$ cat config.mk
export PLATFORM = sky130hd
export DESIGN_NAME = ssbm_ctrl
export DESIGN_NICKNAME = d
export VERILOG_FILES = /design/src/rtl/ssbm_pkg.sv /design/src/rtl/ssbm_ctrl.sv
export SDC_FILE = /design/constraint.sdc
export NUM_CORES = 1
export LEC_CHECK = 0
export BUFFER_PORTS_ARGS = -buffer_cell sky130_fd_sc_hd__clkbuf_2
export CORE_ASPECT_RATIO = 0.5
export CORE_UTILIZATION = 52
export DETAILED_ROUTE_END_ITERATION = 12
export GPL_TIMING_DRIVEN = 1
export PLACE_DENSITY = 0.8
export SLEW_MARGIN = 20
export SYNTH_ARGS = -nofsm -noshare
export SYNTH_HDL_FRONTEND = slang
export SYNTH_SLANG_ARGS = --single-unit
$ cat constraint.sdc
create_clock -name i_clk -period 2.2 [get_ports i_clk]
set_clock_uncertainty 0.1 [all_clocks]
set_input_delay 0.33 -clock i_clk [delete_from_list [all_inputs] [get_ports i_clk]]
set_output_delay 0.33 -clock i_clk [all_outputs]
set_load 0.01 [all_outputs]
$ cat src/rtl/ssbm_pkg.sv
// Shared types and constants for the SPI slave byte memory.
package ssbm_pkg;

    localparam int          MEM_ADDR_W = 16;
    localparam logic [7:0]  READ_MODE  = 8'd2;
    localparam logic [7:0]  ERASED     = 8'hFF;

    // frame phase codes
    localparam logic [1:0]  PH_MODE    = 2'd0;
    localparam logic [1:0]  PH_ADDR_LO = 2'd1;
    localparam logic [1:0]  PH_ADDR_HI = 2'd2;
    localparam logic [1:0]  PH_FINAL   = 2'd3;

    // single-port memory request
    typedef struct packed {
        logic                  wr_en;
        logic                  rd_en;
        logic [MEM_ADDR_W-1:0] addr;
        logic [7:0]            wdata;
    } t_mem_req;

endpackage

$ cat src/rtl/ssbm_ctrl.sv
// Frame sequencer: command decode, address reduction, output register.
module ssbm_ctrl #(
    parameter int MEM_DEPTH = 1024
) (
    input  logic               i_clk,
    input  logic               i_rst_n,
    input  logic               i_busy,
    input  logic               i_s_tvalid,
    output logic               o_s_tready,
    input  logic [7:0]         i_s_tdata,
    output logic               o_m_tvalid,
    input  logic               i_m_tready,
    output logic [7:0]         o_m_tdata,
    output logic               o_m_tuser,
    output logic               o_m_tlast,
    output ssbm_pkg::t_mem_req o_mem_req,
    input  logic [7:0]         i_mem_rdata
);
    import ssbm_pkg::*;

    localparam int          AW      = $clog2(MEM_DEPTH);
    localparam bit          IS_POW2 = (MEM_DEPTH == (1 << AW));
    // ceil(2^32 / depth): quotient is exact for every 16-bit address
    localparam logic [24:0] RECIP   =
        25'(((64'd1 << 32) + 64'(MEM_DEPTH) - 64'd1) / 64'(MEM_DEPTH));
    localparam logic [16:0] DEP17   = 17'(MEM_DEPTH);

    localparam logic [1:0] ST_IDLE = 2'd0;
    localparam logic [1:0] ST_MOD  = 2'd1;
    localparam logic [1:0] ST_READ = 2'd2;

    logic [1:0]  r_state, n_state;
    logic [1:0]  r_phase, n_phase;
    logic [7:0]  r_mode, n_mode;
    logic [15:0] r_rem, n_rem;
    logic [2:0]  r_step, n_step;
    logic [7:0]  r_quo, n_quo;
    logic [7:0]  r_read_val, n_read_val;
    logic        r_out_valid, n_out_valid;
    logic        r_out_load, n_out_load;
    logic [7:0]  r_out_byte, n_out_byte;
    logic        r_out_last, n_out_last;

    logic        acc;
    logic        out_free;
    logic        is_read;
    logic [15:0] addr_full;
    logic [39:0] prod;
    logic [7:0]  quo_est;
    logic [24:0] quo_dep;
    logic [15:0] rem_red;

    assign out_free   = !r_out_valid || i_m_tready;
    assign o_s_tready = (r_state == ST_IDLE) && !i_busy && out_free;
    assign acc        = i_s_tvalid && o_s_tready;
    assign is_read    = (r_mode == READ_MODE);
    assign addr_full  = {i_s_tdata, r_rem[7:0]};

    // address mod depth: reciprocal quotient registered first, remainder in the next cycle
    assign prod    = 40'(r_rem) * 40'(RECIP);
    assign quo_est = prod[39:32];
    assign quo_dep = 25'(r_quo) * 25'(DEP17);
    assign rem_red = r_rem - quo_dep[15:0];

    always_comb begin
        n_state     = r_state;
        n_phase     = r_phase;
        n_mode      = r_mode;
        n_rem       = r_rem;
        n_step      = r_step;
        n_quo       = r_quo;
        n_read_val  = r_read_val;
        n_out_valid = r_out_valid;
        n_out_load  = r_out_load;
        n_out_byte  = r_out_byte;
        n_out_last  = r_out_last;
        o_mem_req   = '0;

        if (r_out_valid && i_m_tready) begin
            n_out_valid = 1'b0;
        end

        unique case (r_state)
            ST_IDLE: begin
                if (acc) begin
                    // default result: nothing loaded, frame open
                    n_out_valid = 1'b1;
                    n_out_load  = 1'b0;
                    n_out_byte  = 8'd0;
                    n_out_last  = 1'b0;
                    unique case (r_phase)
                        PH_ADDR_LO: begin
                            n_rem   = {8'd0, i_s_tdata};
                            n_phase = PH_ADDR_HI;
                        end
                        PH_ADDR_HI: begin
                            n_rem   = addr_full;
                            n_step  = 3'd1;
                            n_phase = PH_FINAL;
                            if (is_read) begin
                                n_out_valid = 1'b0;
                            end
                            if (IS_POW2) begin
                                if (is_read) begin
                                    o_mem_req.rd_en = 1'b1;
                                    o_mem_req.addr  = addr_full;
                                    n_state         = ST_READ;
                                end
                            end else begin
                                n_state = ST_MOD;
                            end
                        end
                        PH_FINAL: begin
                            if (is_read) begin
                                n_out_load = 1'b1;
                                n_out_byte = r_read_val;
                            end else begin
                                o_mem_req.wr_en = 1'b1;
                                o_mem_req.addr  = r_rem;
                                o_mem_req.wdata = i_s_tdata;
                            end
                            n_out_last = 1'b1;
                            n_phase    = PH_MODE;
                            n_mode     = 8'd0;
                            n_rem      = 16'd0;
                        end
                        default: begin
                            n_mode  = i_s_tdata;
                            n_phase = PH_ADDR_LO;
                        end
                    endcase
                end
            end
            ST_MOD: begin
                n_step = r_step - 3'd1;
                if (r_step != 3'd0) begin
                    n_quo = quo_est;
                end else begin
                    n_rem = rem_red;
                    if (is_read) begin
                        o_mem_req.rd_en = 1'b1;
                        o_mem_req.addr  = rem_red;
                        n_state         = ST_READ;
                    end else begin
                        n_state = ST_IDLE;
                    end
                end
            end
            ST_READ: begin
                if (out_free) begin
                    n_out_valid = 1'b1;
                    n_out_load  = 1'b1;
                    n_out_byte  = i_mem_rdata;
                    n_out_last  = 1'b0;
                    n_read_val  = i_mem_rdata;
                    n_state     = ST_IDLE;
                end
            end
            default: begin
                n_state = ST_IDLE;
            end
        endcase
    end

    always_ff @(posedge i_clk) begin
        if (!i_rst_n) begin
            r_state     <= ST_IDLE;
            r_phase     <= PH_MODE;
            r_mode      <= 8'd0;
            r_rem       <= 16'd0;
            r_step      <= 3'd0;
            r_quo       <= 8'd0;
            r_read_val  <= 8'd0;
            r_out_valid <= 1'b0;
        end else begin
            r_state     <= n_state;
            r_phase     <= n_phase;
            r_mode      <= n_mode;
            r_rem       <= n_rem;
            r_step      <= n_step;
            r_quo       <= n_quo;
            r_read_val  <= n_read_val;
            r_out_valid <= n_out_valid;
        end
    end

    always_ff @(posedge i_clk) begin
        r_out_load <= n_out_load;
        r_out_byte <= n_out_byte;
        r_out_last <= n_out_last;
    end

    assign o_m_tvalid = r_out_valid;
    assign o_m_tdata  = r_out_byte;
    assign o_m_tuser  = r_out_load;
    assign o_m_tlast  = r_out_last;

endmodule

# Word-level counts from Yosys, hierarchy flattened
# Cells that the tools add are included.
# Widths: inputs -> output; s select.
# op_classes
addsub	2
n_bitwise	1
n_reduce_logical	21
n_mux	48
eq_ne	14
# ops
cell	count
$pmux 16 s2	2
$mux 17	3
$mux 8	6
$pmux 16 s3	1
$pmux 17 s2	1
$mux 16	2
$pmux 8 s2	2
$mux 26	1
$mux 24	1
$sub 16x16->16	1
$mux 1	15
$mux 2	6
$pmux 2 s3	2
$ne 2x2->1 const B	5
$reduce_and 5->1	2
$reduce_and 3->1	3
$eq 8x2->1 const B	1
$eq 2x2->1 const B	3
$mux 3	2
$pmux 1 s2	3
$pmux 3 s2	1
$reduce_and 2->1	3
$eq 2x1->1 const B	2
$logic_and 1x1->1	4
other kinds (12)	14
# word_totals
input_bits	21
output_inout_bits	38
ff_bits	56

# Logic depth before layout (Yosys ltp)
# Gate-level depths: netlist (run 1).
# logic_depth
depth_word	6
ltp_mapped	7

# Worst setup path after synthesis (run 1)
# No wires, ideal clock.
# synth_timing
path_type	flip-flop to output port
from	register r_phase[0]
to	output port o_mem_req[23] in the netlist's numbering
required_ns	1.770
n_path_buf	1
t_arrival_ns	1.322
stages_incl_launch_ff	6
path_slack_ns	0.448
path_cell_list	dfxtp_1 ha_1 a21bo_2 nor2_4 buf_6 a22o_1
# synth_rtl
item	line_no	source
start: declaration	ssbm_ctrl.sv:33	logic [1:0] r_phase, n_phase;
start signal: assignment	ssbm_ctrl.sv:177	r_phase <= n_phase;
end: declaration	ssbm_ctrl.sv:16	output ssbm_pkg::t_mem_req o_mem_req,

==> qor.yml, run 1 <==
initial_core_util_pct: 55.8
muxShareOfSynthArea_pct: 3.57
die_w_um: 94.9
drv_cap: 0
powerDensity_nw_per_um2: 607
synthArstFlopShare_pct: 0
required_ns: 1.77
maxSlewViolCount: 0
portBuffers: 58
synth_top_family_by_area: "simple AND/OR/NAND/NOR gates"
drive_gt1_share_pct: 35.2
ir_worst_vdd_mv: 0.300
vias: 1948
cts_hold_buf: 0
grt_pass1_wl_um: 8640
synth_compound_area_share_pct: 15.1
cts_buffer_depth: 2
grt-busiest-layer: "met2"
met1_usage_pct: 31.5
grt_use_met3_pct: 6.13
max_freq_ghz: 0.451
area_delta_synth_final_pct: 23.6
cts_made_buffers: 5
dp_cells: 329
crit_type: "reg -> out"
synth-xor-area-share_pct: 0
p_leak_uw: 0.00118
drt_iter0_drc: 108
violations: "negative setup slack"
dp_hpwl_um: 3500
rsz0062_at_grt: "yes"
cts_sinks: 46
cts_root_buffer: "clkbuf_8"
chipHeight_um: 48.4
min_period_over_period_pct: 101
tightest_slew_ns: 0.550
route.antenna.remaining_nets: 0
io_pins: 59
yosys_warnings: 0
synth_top_area_cell: "dfxtp_1"
synth_top_area_share_pct: 32.1
core_um2: 4020
path_clk_slew_ns: 0.08
routed_wl_um: 5420
vias_per_cell: 5.66
synth.yosys.seq_area_share_pct: 45.5
synth_edf_count: 10
synth.avg_cell_area_um2: 9.75
synth_common_cells: "nand2_1 (44), dfxtp_1 (36), a22o_1 (16), o21ai_0 (16), edfxtp_1 (10)"
total_power_uw: 1680
grtUsageMet2_pct: 39.8
htree_num_levels: 2
synth_fa_ha_area_share_pct: 2.23
dieArea_um2: 4600
rows: 16
min_period_ns: 2.22
wire_per_inst_um: 15.8
cp-end-kind: "primary output"
synth_fp_nets: 255
drt_pass1_iterations: 4
syn_area_um2: 2240
tns_ns: -0.0367
clk_latency_ns: 0.30
antenna_found_initial: 0
synth_cell_type_count: 37
synth_cells: 230
path_max_fanout: 16
arrival_ns: 1.79
grt-ovfl-total: 0
yosys.area_share.simple_pct: 28.9
nNetsFinal: 314
stdcell_count: 344
grt_usage_pct: 24.9
outcome: "finished with violations"
ys_ff_latch: 46
hold_class: "in -> reg"
grt_max_degree: 53
cts_tree: "done"
synthFlopType: "dfxtp_1"
ys_top_cells_by_area: "dfxtp_1 (32%), edfxtp_1 (13%), nand2_1 (7.4%), a22o_1 (6.2%), mux2i_1 (3.6%)"
hold_viol: 0
place_area_um2: 2530
startpoint_type: "flop"
drcViolationCount: 0
relSlewSlack_pct: 63.1
globalplace.congestion: 0.837
grt_pass1_vias: 1821
setup_violations: 6
diodes: 0
fin_ws_ns: -0.0187
postLayoutCellArea_um2: 2770
synth.most_common_cell: "nand2_1"
-- what timing repair did --
item                       4_1_cts  5_1_grt
gates cloned                     0        0
buffers inserted                 5        4
pin swaps                       12       12
setup endpoints to repair       24       21
gates resized for setup          4       19
-- sequential cells by signal, summed over array words and instances, names as in the netlist --
signal      cells
o_m_tdata       8
o_m_tlast       1
o_m_tuser       1
o_m_tvalid      1
r_mode          8
r_phase         2
r_read_val      8
r_rem          16
r_state         1
-- area by class of cell --
cell class	instances	area [µm²]
multi-input cells	165	1140
flip-flops and latches	46	1020
clock inverters	1	30.0
clock buffers	7	86.3
fillers	301	1250
inverters	2	7.51
well taps	54	67.6
repair buffers	69	420
-- path summary, 6_finish.rpt --
check | startpoint | end | slack [ns] | cells after the start
worst min-delay path | i_mem_rdata[7] | r_read_val[7] | 0.20 | 3
worst max register to register | r_phase[0] | r_rem[0] | 0.17 | 6
worst max-delay path | r_mode[6] | o_mem_req[23] | -0.02 | 6
worst min register to register | r_read_val[7] | r_read_val[7] | 0.36 | 2
-- layer usage --
layer,share of wire (%),vias to the layer above,wire [µm]
li1,-,929,-
met1,42,923,2260
met2,48,79,2600
met3,7.1,17,385
met4,3.2,0,173
met5,0,-,0
-- report_power, final --
group          total [µW]  switching [µW]  internal (µW)
sequential            897            16.2            881
combinational         142            89.9           52.3
clock                 645             275            370
-- cells in the final DEF (no fill, tap or decap), types with 2 or more instances in the layout --
cell / Yosys / layout
and2_2: 8 / 3
and2_4: 0 / 5
nor2b_1: 3 / 3
inv_1: 2 / 2
edfxtp_1: 10 / 10
nand2_1: 44 / 44
buf_4: 2 / 9
nand3_1: 9 / 8
and3_2: 2 / 2
nand4b_1: 8 / 8
buf_6: 3 / 6
dfxtp_1: 36 / 33
mux2i_1: 8 / 8
clkbuf_8: 0 / 6
a21boi_0: 9 / 9
nor2_1: 2 / 2
nand4_1: 8 / 8
clkbuf_2: 0 / 52
and2_1: 9 / 9
dfxtp_2: 0 / 3
ha_1: 4 / 4
nor2_4: 3 / 3
a22o_1: 16 / 16
nor3_1: 3 / 3
o21ai_0: 16 / 16
-- cells by family (layout without fill, tap and decap cells) --
group                    count (synthesis)  count (layout)
AO/OA/AOI/OAI                           46              46
multiplexers                             8               8
AND/OR/NAND/NOR                        107             107
buffers and inverters                   19              79
flip-flops                              46              46
adder cells (fa/ha/maj)                  4               4
-- worst max-delay path: stages, from the launching register on --
cell and delay (ns):
dfxtp_2 0.34, nor4_4 0.34, a21bo_2 0.25, nor2_4 0.06
buf_12 0.15, a22o_1 0.21, clkbuf_2 0.13
-- through the flow --
stage | setup slack, ns | hold WS, ns | util, %
finish | -0.0187 | 0.198 | 68.9
global route | -0.0868 | 0.204 | 68.9
CTS | -0.00161 | 0.191 | 67.4
detailed placement | 0.233 | 0.352 | 63.0
global placement | 0.231 | 0.346 | 63.0
floorplan | 0.448 | 0.333 | -
(Power assumes the default switching activity.)
==> inputs of run 2 (changes only) <==
--- a/config.mk
+++ b/config.mk
@@ -5,12 +5,13 @@
 export SDC_FILE = /design/constraint.sdc
 export NUM_CORES = 1
 export LEC_CHECK = 0
+export ABC_AREA = 1
 export BUFFER_PORTS_ARGS = -buffer_cell sky130_fd_sc_hd__clkbuf_2
 export CORE_ASPECT_RATIO = 0.5
-export CORE_UTILIZATION = 52
+export CORE_UTILIZATION = 53
 export DETAILED_ROUTE_END_ITERATION = 12
 export GPL_TIMING_DRIVEN = 1
-export PLACE_DENSITY = 0.8
+export PLACE_DENSITY = 0.81
 export SLEW_MARGIN = 20
 export SYNTH_ARGS = -nofsm -noshare
 export SYNTH_HDL_FRONTEND = slang
==> qor.yml, run 2 <==
hold_class: "in -> reg"
total_power_uw: 1690  # +0.27%
path_cells: "inv_1 -> nand2_1 -> nor2_1 -> nand2_2 -> nand2_2 -> a21oi_1 -> clkbuf_2"
ir_worst_vdd_mv: 0.291  # -2.9%
synth_cell_type_count: 23  # -38%
drv_cap: 0  # unchanged
nNetsFinal: 424  # +35%
yosys_warnings: 0  # unchanged
final_common_cell: "nand2_1"
portBuffers: 58  # unchanged
cpMostUsedCell: "nand2_2"
final_core_util_pct: 69.3  # +0.43 points
min_period_ns: 2.08  # -0.139 ns
globalplace.congestion: 0.910  # +8.8%
rows: 16  # unchanged
relSlewSlack_pct: 59.0  # -4.1 points
synth_fp_nets: 362  # +42%
cts_buffer_depth: 2  # unchanged
met1_usage_pct: 34.7  # +3.2 points
route.antenna.remaining_nets: 0  # unchanged
synth_common_cells: "nand2_1 (76), nor2_1 (71), dfxtp_1 (36)"
vias: 2368  # +22%
required_ns: 1.77  # about the same
area_delta_synth_final_pct: 20.9
grt_usage_pct: 25.6  # +0.75 points
final_cell_mix: "nand2_1 (74), nor2_1 (71), clkbuf_2 (58)"
largest_reg_flops: 16  # unchanged
grt_pass1_wl_um: 9330  # +8.0%
vias_per_cell: 5.22  # -7.9%
place_ws_ns: 0.115  # -0.118 ns
synthArstFlopShare_pct: 0  # unchanged
powerDensity_nw_per_um2: 599  # -1.3%
synth.avg_cell_area_um2: 6.92  # -29%
outcome: "finished clean"
top_register: "r_rem"
path_clk_slew_ns: 0.09  # about the same
drt_pass1_iterations: 4  # unchanged
crit_family: "simple AND/OR/NAND/NOR gates"
dp_cells: 442  # +34%
tns_ns: 0  # +0.0367 ns
io_pins: 59  # unchanged
startpoint_type: "flop"
drt_iter0_drc: 159  # +47%
tightest_slew_ns: 0.615  # +0.0646 ns
stdcell_count: 454  # +32%
cpPeakStageDelay_ns: 0.34  # about the same
cts_tree: "done"
diodes: 0  # unchanged
grtUsageMet2_pct: 41.1  # +1.3 points
core_um2: 4060  # +1.0%
cts_root_buffer: "clkbuf_8"
drcViolationCount: 0  # unchanged
rsz0062_at_grt: "yes"
hold_viol: 0  # unchanged
grt_max_degree: 35  # -34%
cts_made_buffers: 5  # unchanged
dieArea_um2: 4680  # +1.9%
crit_type: "reg -> out"
min_period_over_period_pct: 94.5  # -6.3 points
grt_use_met3_pct: 7.17  # +1.0 points
p_leak_uw: 0.00137  # +17%
die_w_um: 95.8  # +0.94%
crit_slowest_cell: "dfxtp_1"
clk_latency_ns: 0.31  # about the same
fin_ws_ns: 0.121  # +0.139 ns
grt-ovfl-total: 0  # unchanged
maxSlewViolCount: 0  # unchanged
routed_wl_um: 5650  # +4.2%
max_freq_ghz: 0.481  # +6.7%
synth_cells: 337  # +47%
grt-busiest-layer: "met2"
dp_hpwl_um: 4090  # +17%
drive_gt1_share_pct: 24.0  # -11 points
initial_core_util_pct: 57.4  # +1.6 points
synth_edf_count: 10  # unchanged
synthFlopType: "dfxtp_1"
arrival_ns: 1.65  # -0.14 ns
wire_per_inst_um: 12.4  # -21%
cts_sinks: 46  # unchanged
synth.yosys.seq_area_share_pct: 43.8  # -1.7 points
crit_buf_inv: 2  # unchanged
ys_ff_latch: 46  # unchanged
htree_num_levels: 2  # unchanged
synth_top_area_cell: "dfxtp_1"
antenna_found_initial: 0  # unchanged
setup_violations: 0  # -6
synth_top_area_share_pct: 30.9  # -1.2 points
syn_area_um2: 2330  # +3.9%
ys_top_cells_by_area: "dfxtp_1 (31%), edfxtp_1 (13%), nand2_1 (12%), nor2_1 (11%), nand3_1 (7.3%)"
cp-end-kind: "primary output"
path_max_fanout: 11  # -5
grt_pass1_vias: 2058  # +13%
synth.most_common_cell: "nand2_1"
chipHeight_um: 48.9  # +0.93%
run 2: cell types whose count changed in the layout (fill, tap and decap cells not counted), moves of 9 or more:
cell and delta:
inv_1 +30, a21oi_1 +26, nor2_1 +69, a21boi_0 -9, nand2_1 +30, and2_1 -9, nand3_1 +25, a22o_1 -16
run 2: metal layers:
metal | share of wire (%) | wire length, µm | vias up
met2 | 46 | 2610 | 97
met5 | 0 | 0 | -
met4 | 0.35 | 20 | 0
met1 | 46 | 2570 | 1078
met3 | 7.9 | 445 | 4
li1 | - | - | 1189
run 2: stage by stage:
stage	hold WS, ns	instance area [µm²]
floorplan	0.341	2330
finish	0.184	2820
global placement	0.353	2660
global route	0.213	2820
detailed placement	0.361	2660
CTS	0.194	2770
run 2: final cells by class:
type | instances | area, µm²
clock buffers | 5 | 68.8
clock inverters | 3 | 21.3
fillers | 333 | 1250
inverters | 35 | 131
multi-input cells | 244 | 1150
flip-flops and latches | 46 | 1020
well taps | 54 | 67.6
repair buffers | 67 | 358
run 2: kinds of logic after synthesis:
group	after synthesis	share of synthesized area (%)
DFF	46	43.8
adders and majority gates	4	2.15
buffers and inverters	47	8.43
and+or+nand+nor	193	35.1
AOI/OAI and AO/OA	47	10.5
run 2: where the power goes:
| group | leakage [µW] | internal, µW | switching, µW |
|---|---|---|---|
| Sequential | 0.000395 | 894 | 19.1 |
| Clock | 0.0000441 | 224 | 308 |
| Combinational | 0.000936 | 80.9 | 163 |
run 2: path summary, 6_finish.rpt:
path                  startpoint             to  slack (ns)  cells after the start
setup / recovery       r_mode[2]  o_mem_req[13]        0.12                      7
hold / removal    i_mem_rdata[2]  r_read_val[2]        0.18                      3
setup reg to reg      r_phase[1]       r_rem[8]        0.46                      7
hold reg to reg         r_rem[1]       r_rem[1]        0.38                      2
run 2: timing repair:
action / CTS / global route
setup endpoints to repair: 25 / 24
setup buffers: 0 / 4
resized for setup: 5 / 3
pin swaps: 0 / 2
hold buffers: 0 / 0
run 2: tightest hold or removal path, stage by stage:
cell and delay (ns):
clkbuf_2 0.08, o21ai_0 0.07, nor2_1 0.07
==> inputs of run 3 (changes only) <==
--- a/config.mk
+++ b/config.mk
@@ -7,7 +7,7 @@
 export LEC_CHECK = 0
 export ABC_AREA = 1
 export BUFFER_PORTS_ARGS = -buffer_cell sky130_fd_sc_hd__clkbuf_2
-export CORE_ASPECT_RATIO = 0.5
+export CORE_ASPECT_RATIO = 1.75
 export CORE_UTILIZATION = 53
 export DETAILED_ROUTE_END_ITERATION = 12
 export GPL_TIMING_DRIVEN = 1
==> qor.yml, run 3 (synthesized netlist as in run 2, its figures left out) <==
place_area_um2: 2680  # +0.61%
final_common_cell: "nand2_1"
required_ns: 1.77  # about the same
tns_ns: 0  # unchanged
path_max_fanout: 12  # +1
tightest_slew_ns: 0.600  # -0.0149 ns
crit_buf_inv: 2  # unchanged
min_period_over_period_pct: 98.8  # +4.2 points
startpoint_type: "flop"
crit_start: "r_phase[1]"
dieArea_um2: 4680  # -0.12%
p_leak_uw: 0.00141  # +2.7%
hold_class: "in -> reg"
path_cells: "ha_1 -> buf_4 -> nand2_1 -> a21oi_1 -> clkbuf_2"
drv_cap: 0  # unchanged
min_period_ns: 2.17  # +0.0934 ns
route.antenna.remaining_nets: 0  # unchanged
core_um2: 4190  # +3.1%
relSlewSlack_pct: 60.0  # +0.99 points
portBuffers: 58  # unchanged
final_core_util_pct: 68.6  # -0.76 points
vias: 2362  # -0.25%
area_delta_synth_final_pct: 23.2
powerDensity_nw_per_um2: 663  # +11%
final_cell_mix: "nand2_1 (76), nor2_1 (71), clkbuf_2 (58)"
initial_core_util_pct: 55.6  # -1.7 points
crit_family: "flip-flops"
drt_pass1_iterations: 5  # +1
reg2reg_from: "r_phase[0]"
grt_usage_pct: 27.1  # +1.5 points
grt-ovfl-total: 0  # unchanged
outcome: "finished clean"
drcViolationCount: 0  # unchanged
hold_start: "i_mem_rdata[7]"
vias_per_cell: 5.23  # +0.19%
cts_root_buffer: "clkbuf_8"
clk_latency_ns: 0.31  # about the same
die_w_um: 52.1  # -46%
grt_pass1_wl_um: 9770  # +4.7%
grt_pass1_vias: 2374  # +15%
setup_violations: 0  # unchanged
max_freq_ghz: 0.460  # -4.3%
cpPeakStageDelay_ns: 0.41  # +0.07 ns
drt_iter0_drc: 95  # -40%
cts_sinks: 46  # unchanged
htree_num_levels: 2  # unchanged
path_clk_slew_ns: 0.09  # about the same
routed_wl_um: 5870  # +3.9%
top_register: "r_rem"
diodes: 0  # unchanged
cts_made_buffers: 5  # unchanged
crit_slowest_cell: "dfxtp_1"
dp_hpwl_um: 4240  # +3.8%
crit_type: "reg -> out"
largest_reg_flops: 16  # unchanged
postLayoutCellArea_um2: 2870  # +2.0%
antenna_found_initial: 0  # unchanged
ir_worst_vdd_mv: 0.580  # +99%
nNetsFinal: 427  # +0.71%
total_power_uw: 1900  # +13%
rows: 31  # +15
grt_max_degree: 35  # unchanged
cp-end-kind: "primary output"
hold_viol: 0  # unchanged
globalplace.congestion: 0.849  # -6.7%
arrival_ns: 1.74  # +0.09 ns
cts_tree: "done"
maxSlewViolCount: 0  # unchanged
wire_per_inst_um: 13.0  # +4.4%
cts_buffer_depth: 2  # unchanged
drive_gt1_share_pct: 23.8  # -0.18 points
chipHeight_um: 89.7  # +84%
io_pins: 59  # unchanged
run 3: cell types whose count changed in the layout (fill, tap and decap cells not counted), moves of 2 or more:
| cell | previous run | this run |
|---|---|---|
| bufinv_16 | 0 | 2 |
| nand2_2 | 4 | 2 |
| nand2_1 | 74 | 76 |
| buf_4 | 9 | 12 |
run 3: where the power goes:
part | internal (µW) | switching, µW
Sequential | 894 | 18.1
Combinational | 83.5 | 163
Clock | 455 | 291
run 3: worst paths after layout:
path | endpoint | slack, ns | depth (start not counted)
worst max-delay path | o_mem_req[12] | 0.03 | 5
worst max register to register | r_rem[11] | 0.36 | 8
worst min-delay path | r_read_val[7] | 0.18 | 3
worst min register to register | r_rem[9] | 0.37 | 2
run 3: per-stage QoR:
| stage | instances | setup slack (ns) | hold slack, ns |
|---|---|---|---|
| 2_1_floorplan | 337 | 0.417 | 0.341 |
| 3_3_place_gp | 440 | 0.181 | 0.349 |
| 3_5_place_dp | 440 | 0.150 | 0.359 |
| 4_1_cts | 448 | 0.0200 | 0.195 |
| 5_1_grt | 452 | -0.0838 | 0.218 |
| 6_report | 452 | 0.0272 | 0.184 |
run 3: layout make-up:
class	count	area [µm²]
Inverter	35	131
Fill cell	395	1320
Sequential cell	46	1020
Tap cell	49	61.3
Clock buffer	5	68.8
Timing Repair Buffer	70	380
Multi-Input combinational cell	244	1140
Clock inverter	3	68.8
run 3: routing by layer:
layer	vias up	global-route usage, %	part of all wire, %
met5	-	0	0
met4	0	13.8	2.6
met3	16	5.25	4.0
met2	63	49.9	56
met1	1089	26.9	38
li1	1194	-	-
run 3: worst register-to-register path, stage by stage, from the launching register on:
cell	delay (ns)
dfxtp_1	0.39
inv_1	0.14
ha_4	0.24
buf_4	0.15
nor2_4	0.20
nand2_1	0.23
nand3_1	0.15
nand2_1	0.06
nor2_1	0.12
run 3: repair_timing:
| action | in CTS | in global routing |
|---|---|---|
| pin swaps | 0 | 1 |
| setup buffers | 0 | 4 |
| gates resized for setup | 3 | 2 |
| hold buffers | 0 | 0 |
| setup endpoints to repair | 24 | 21 |
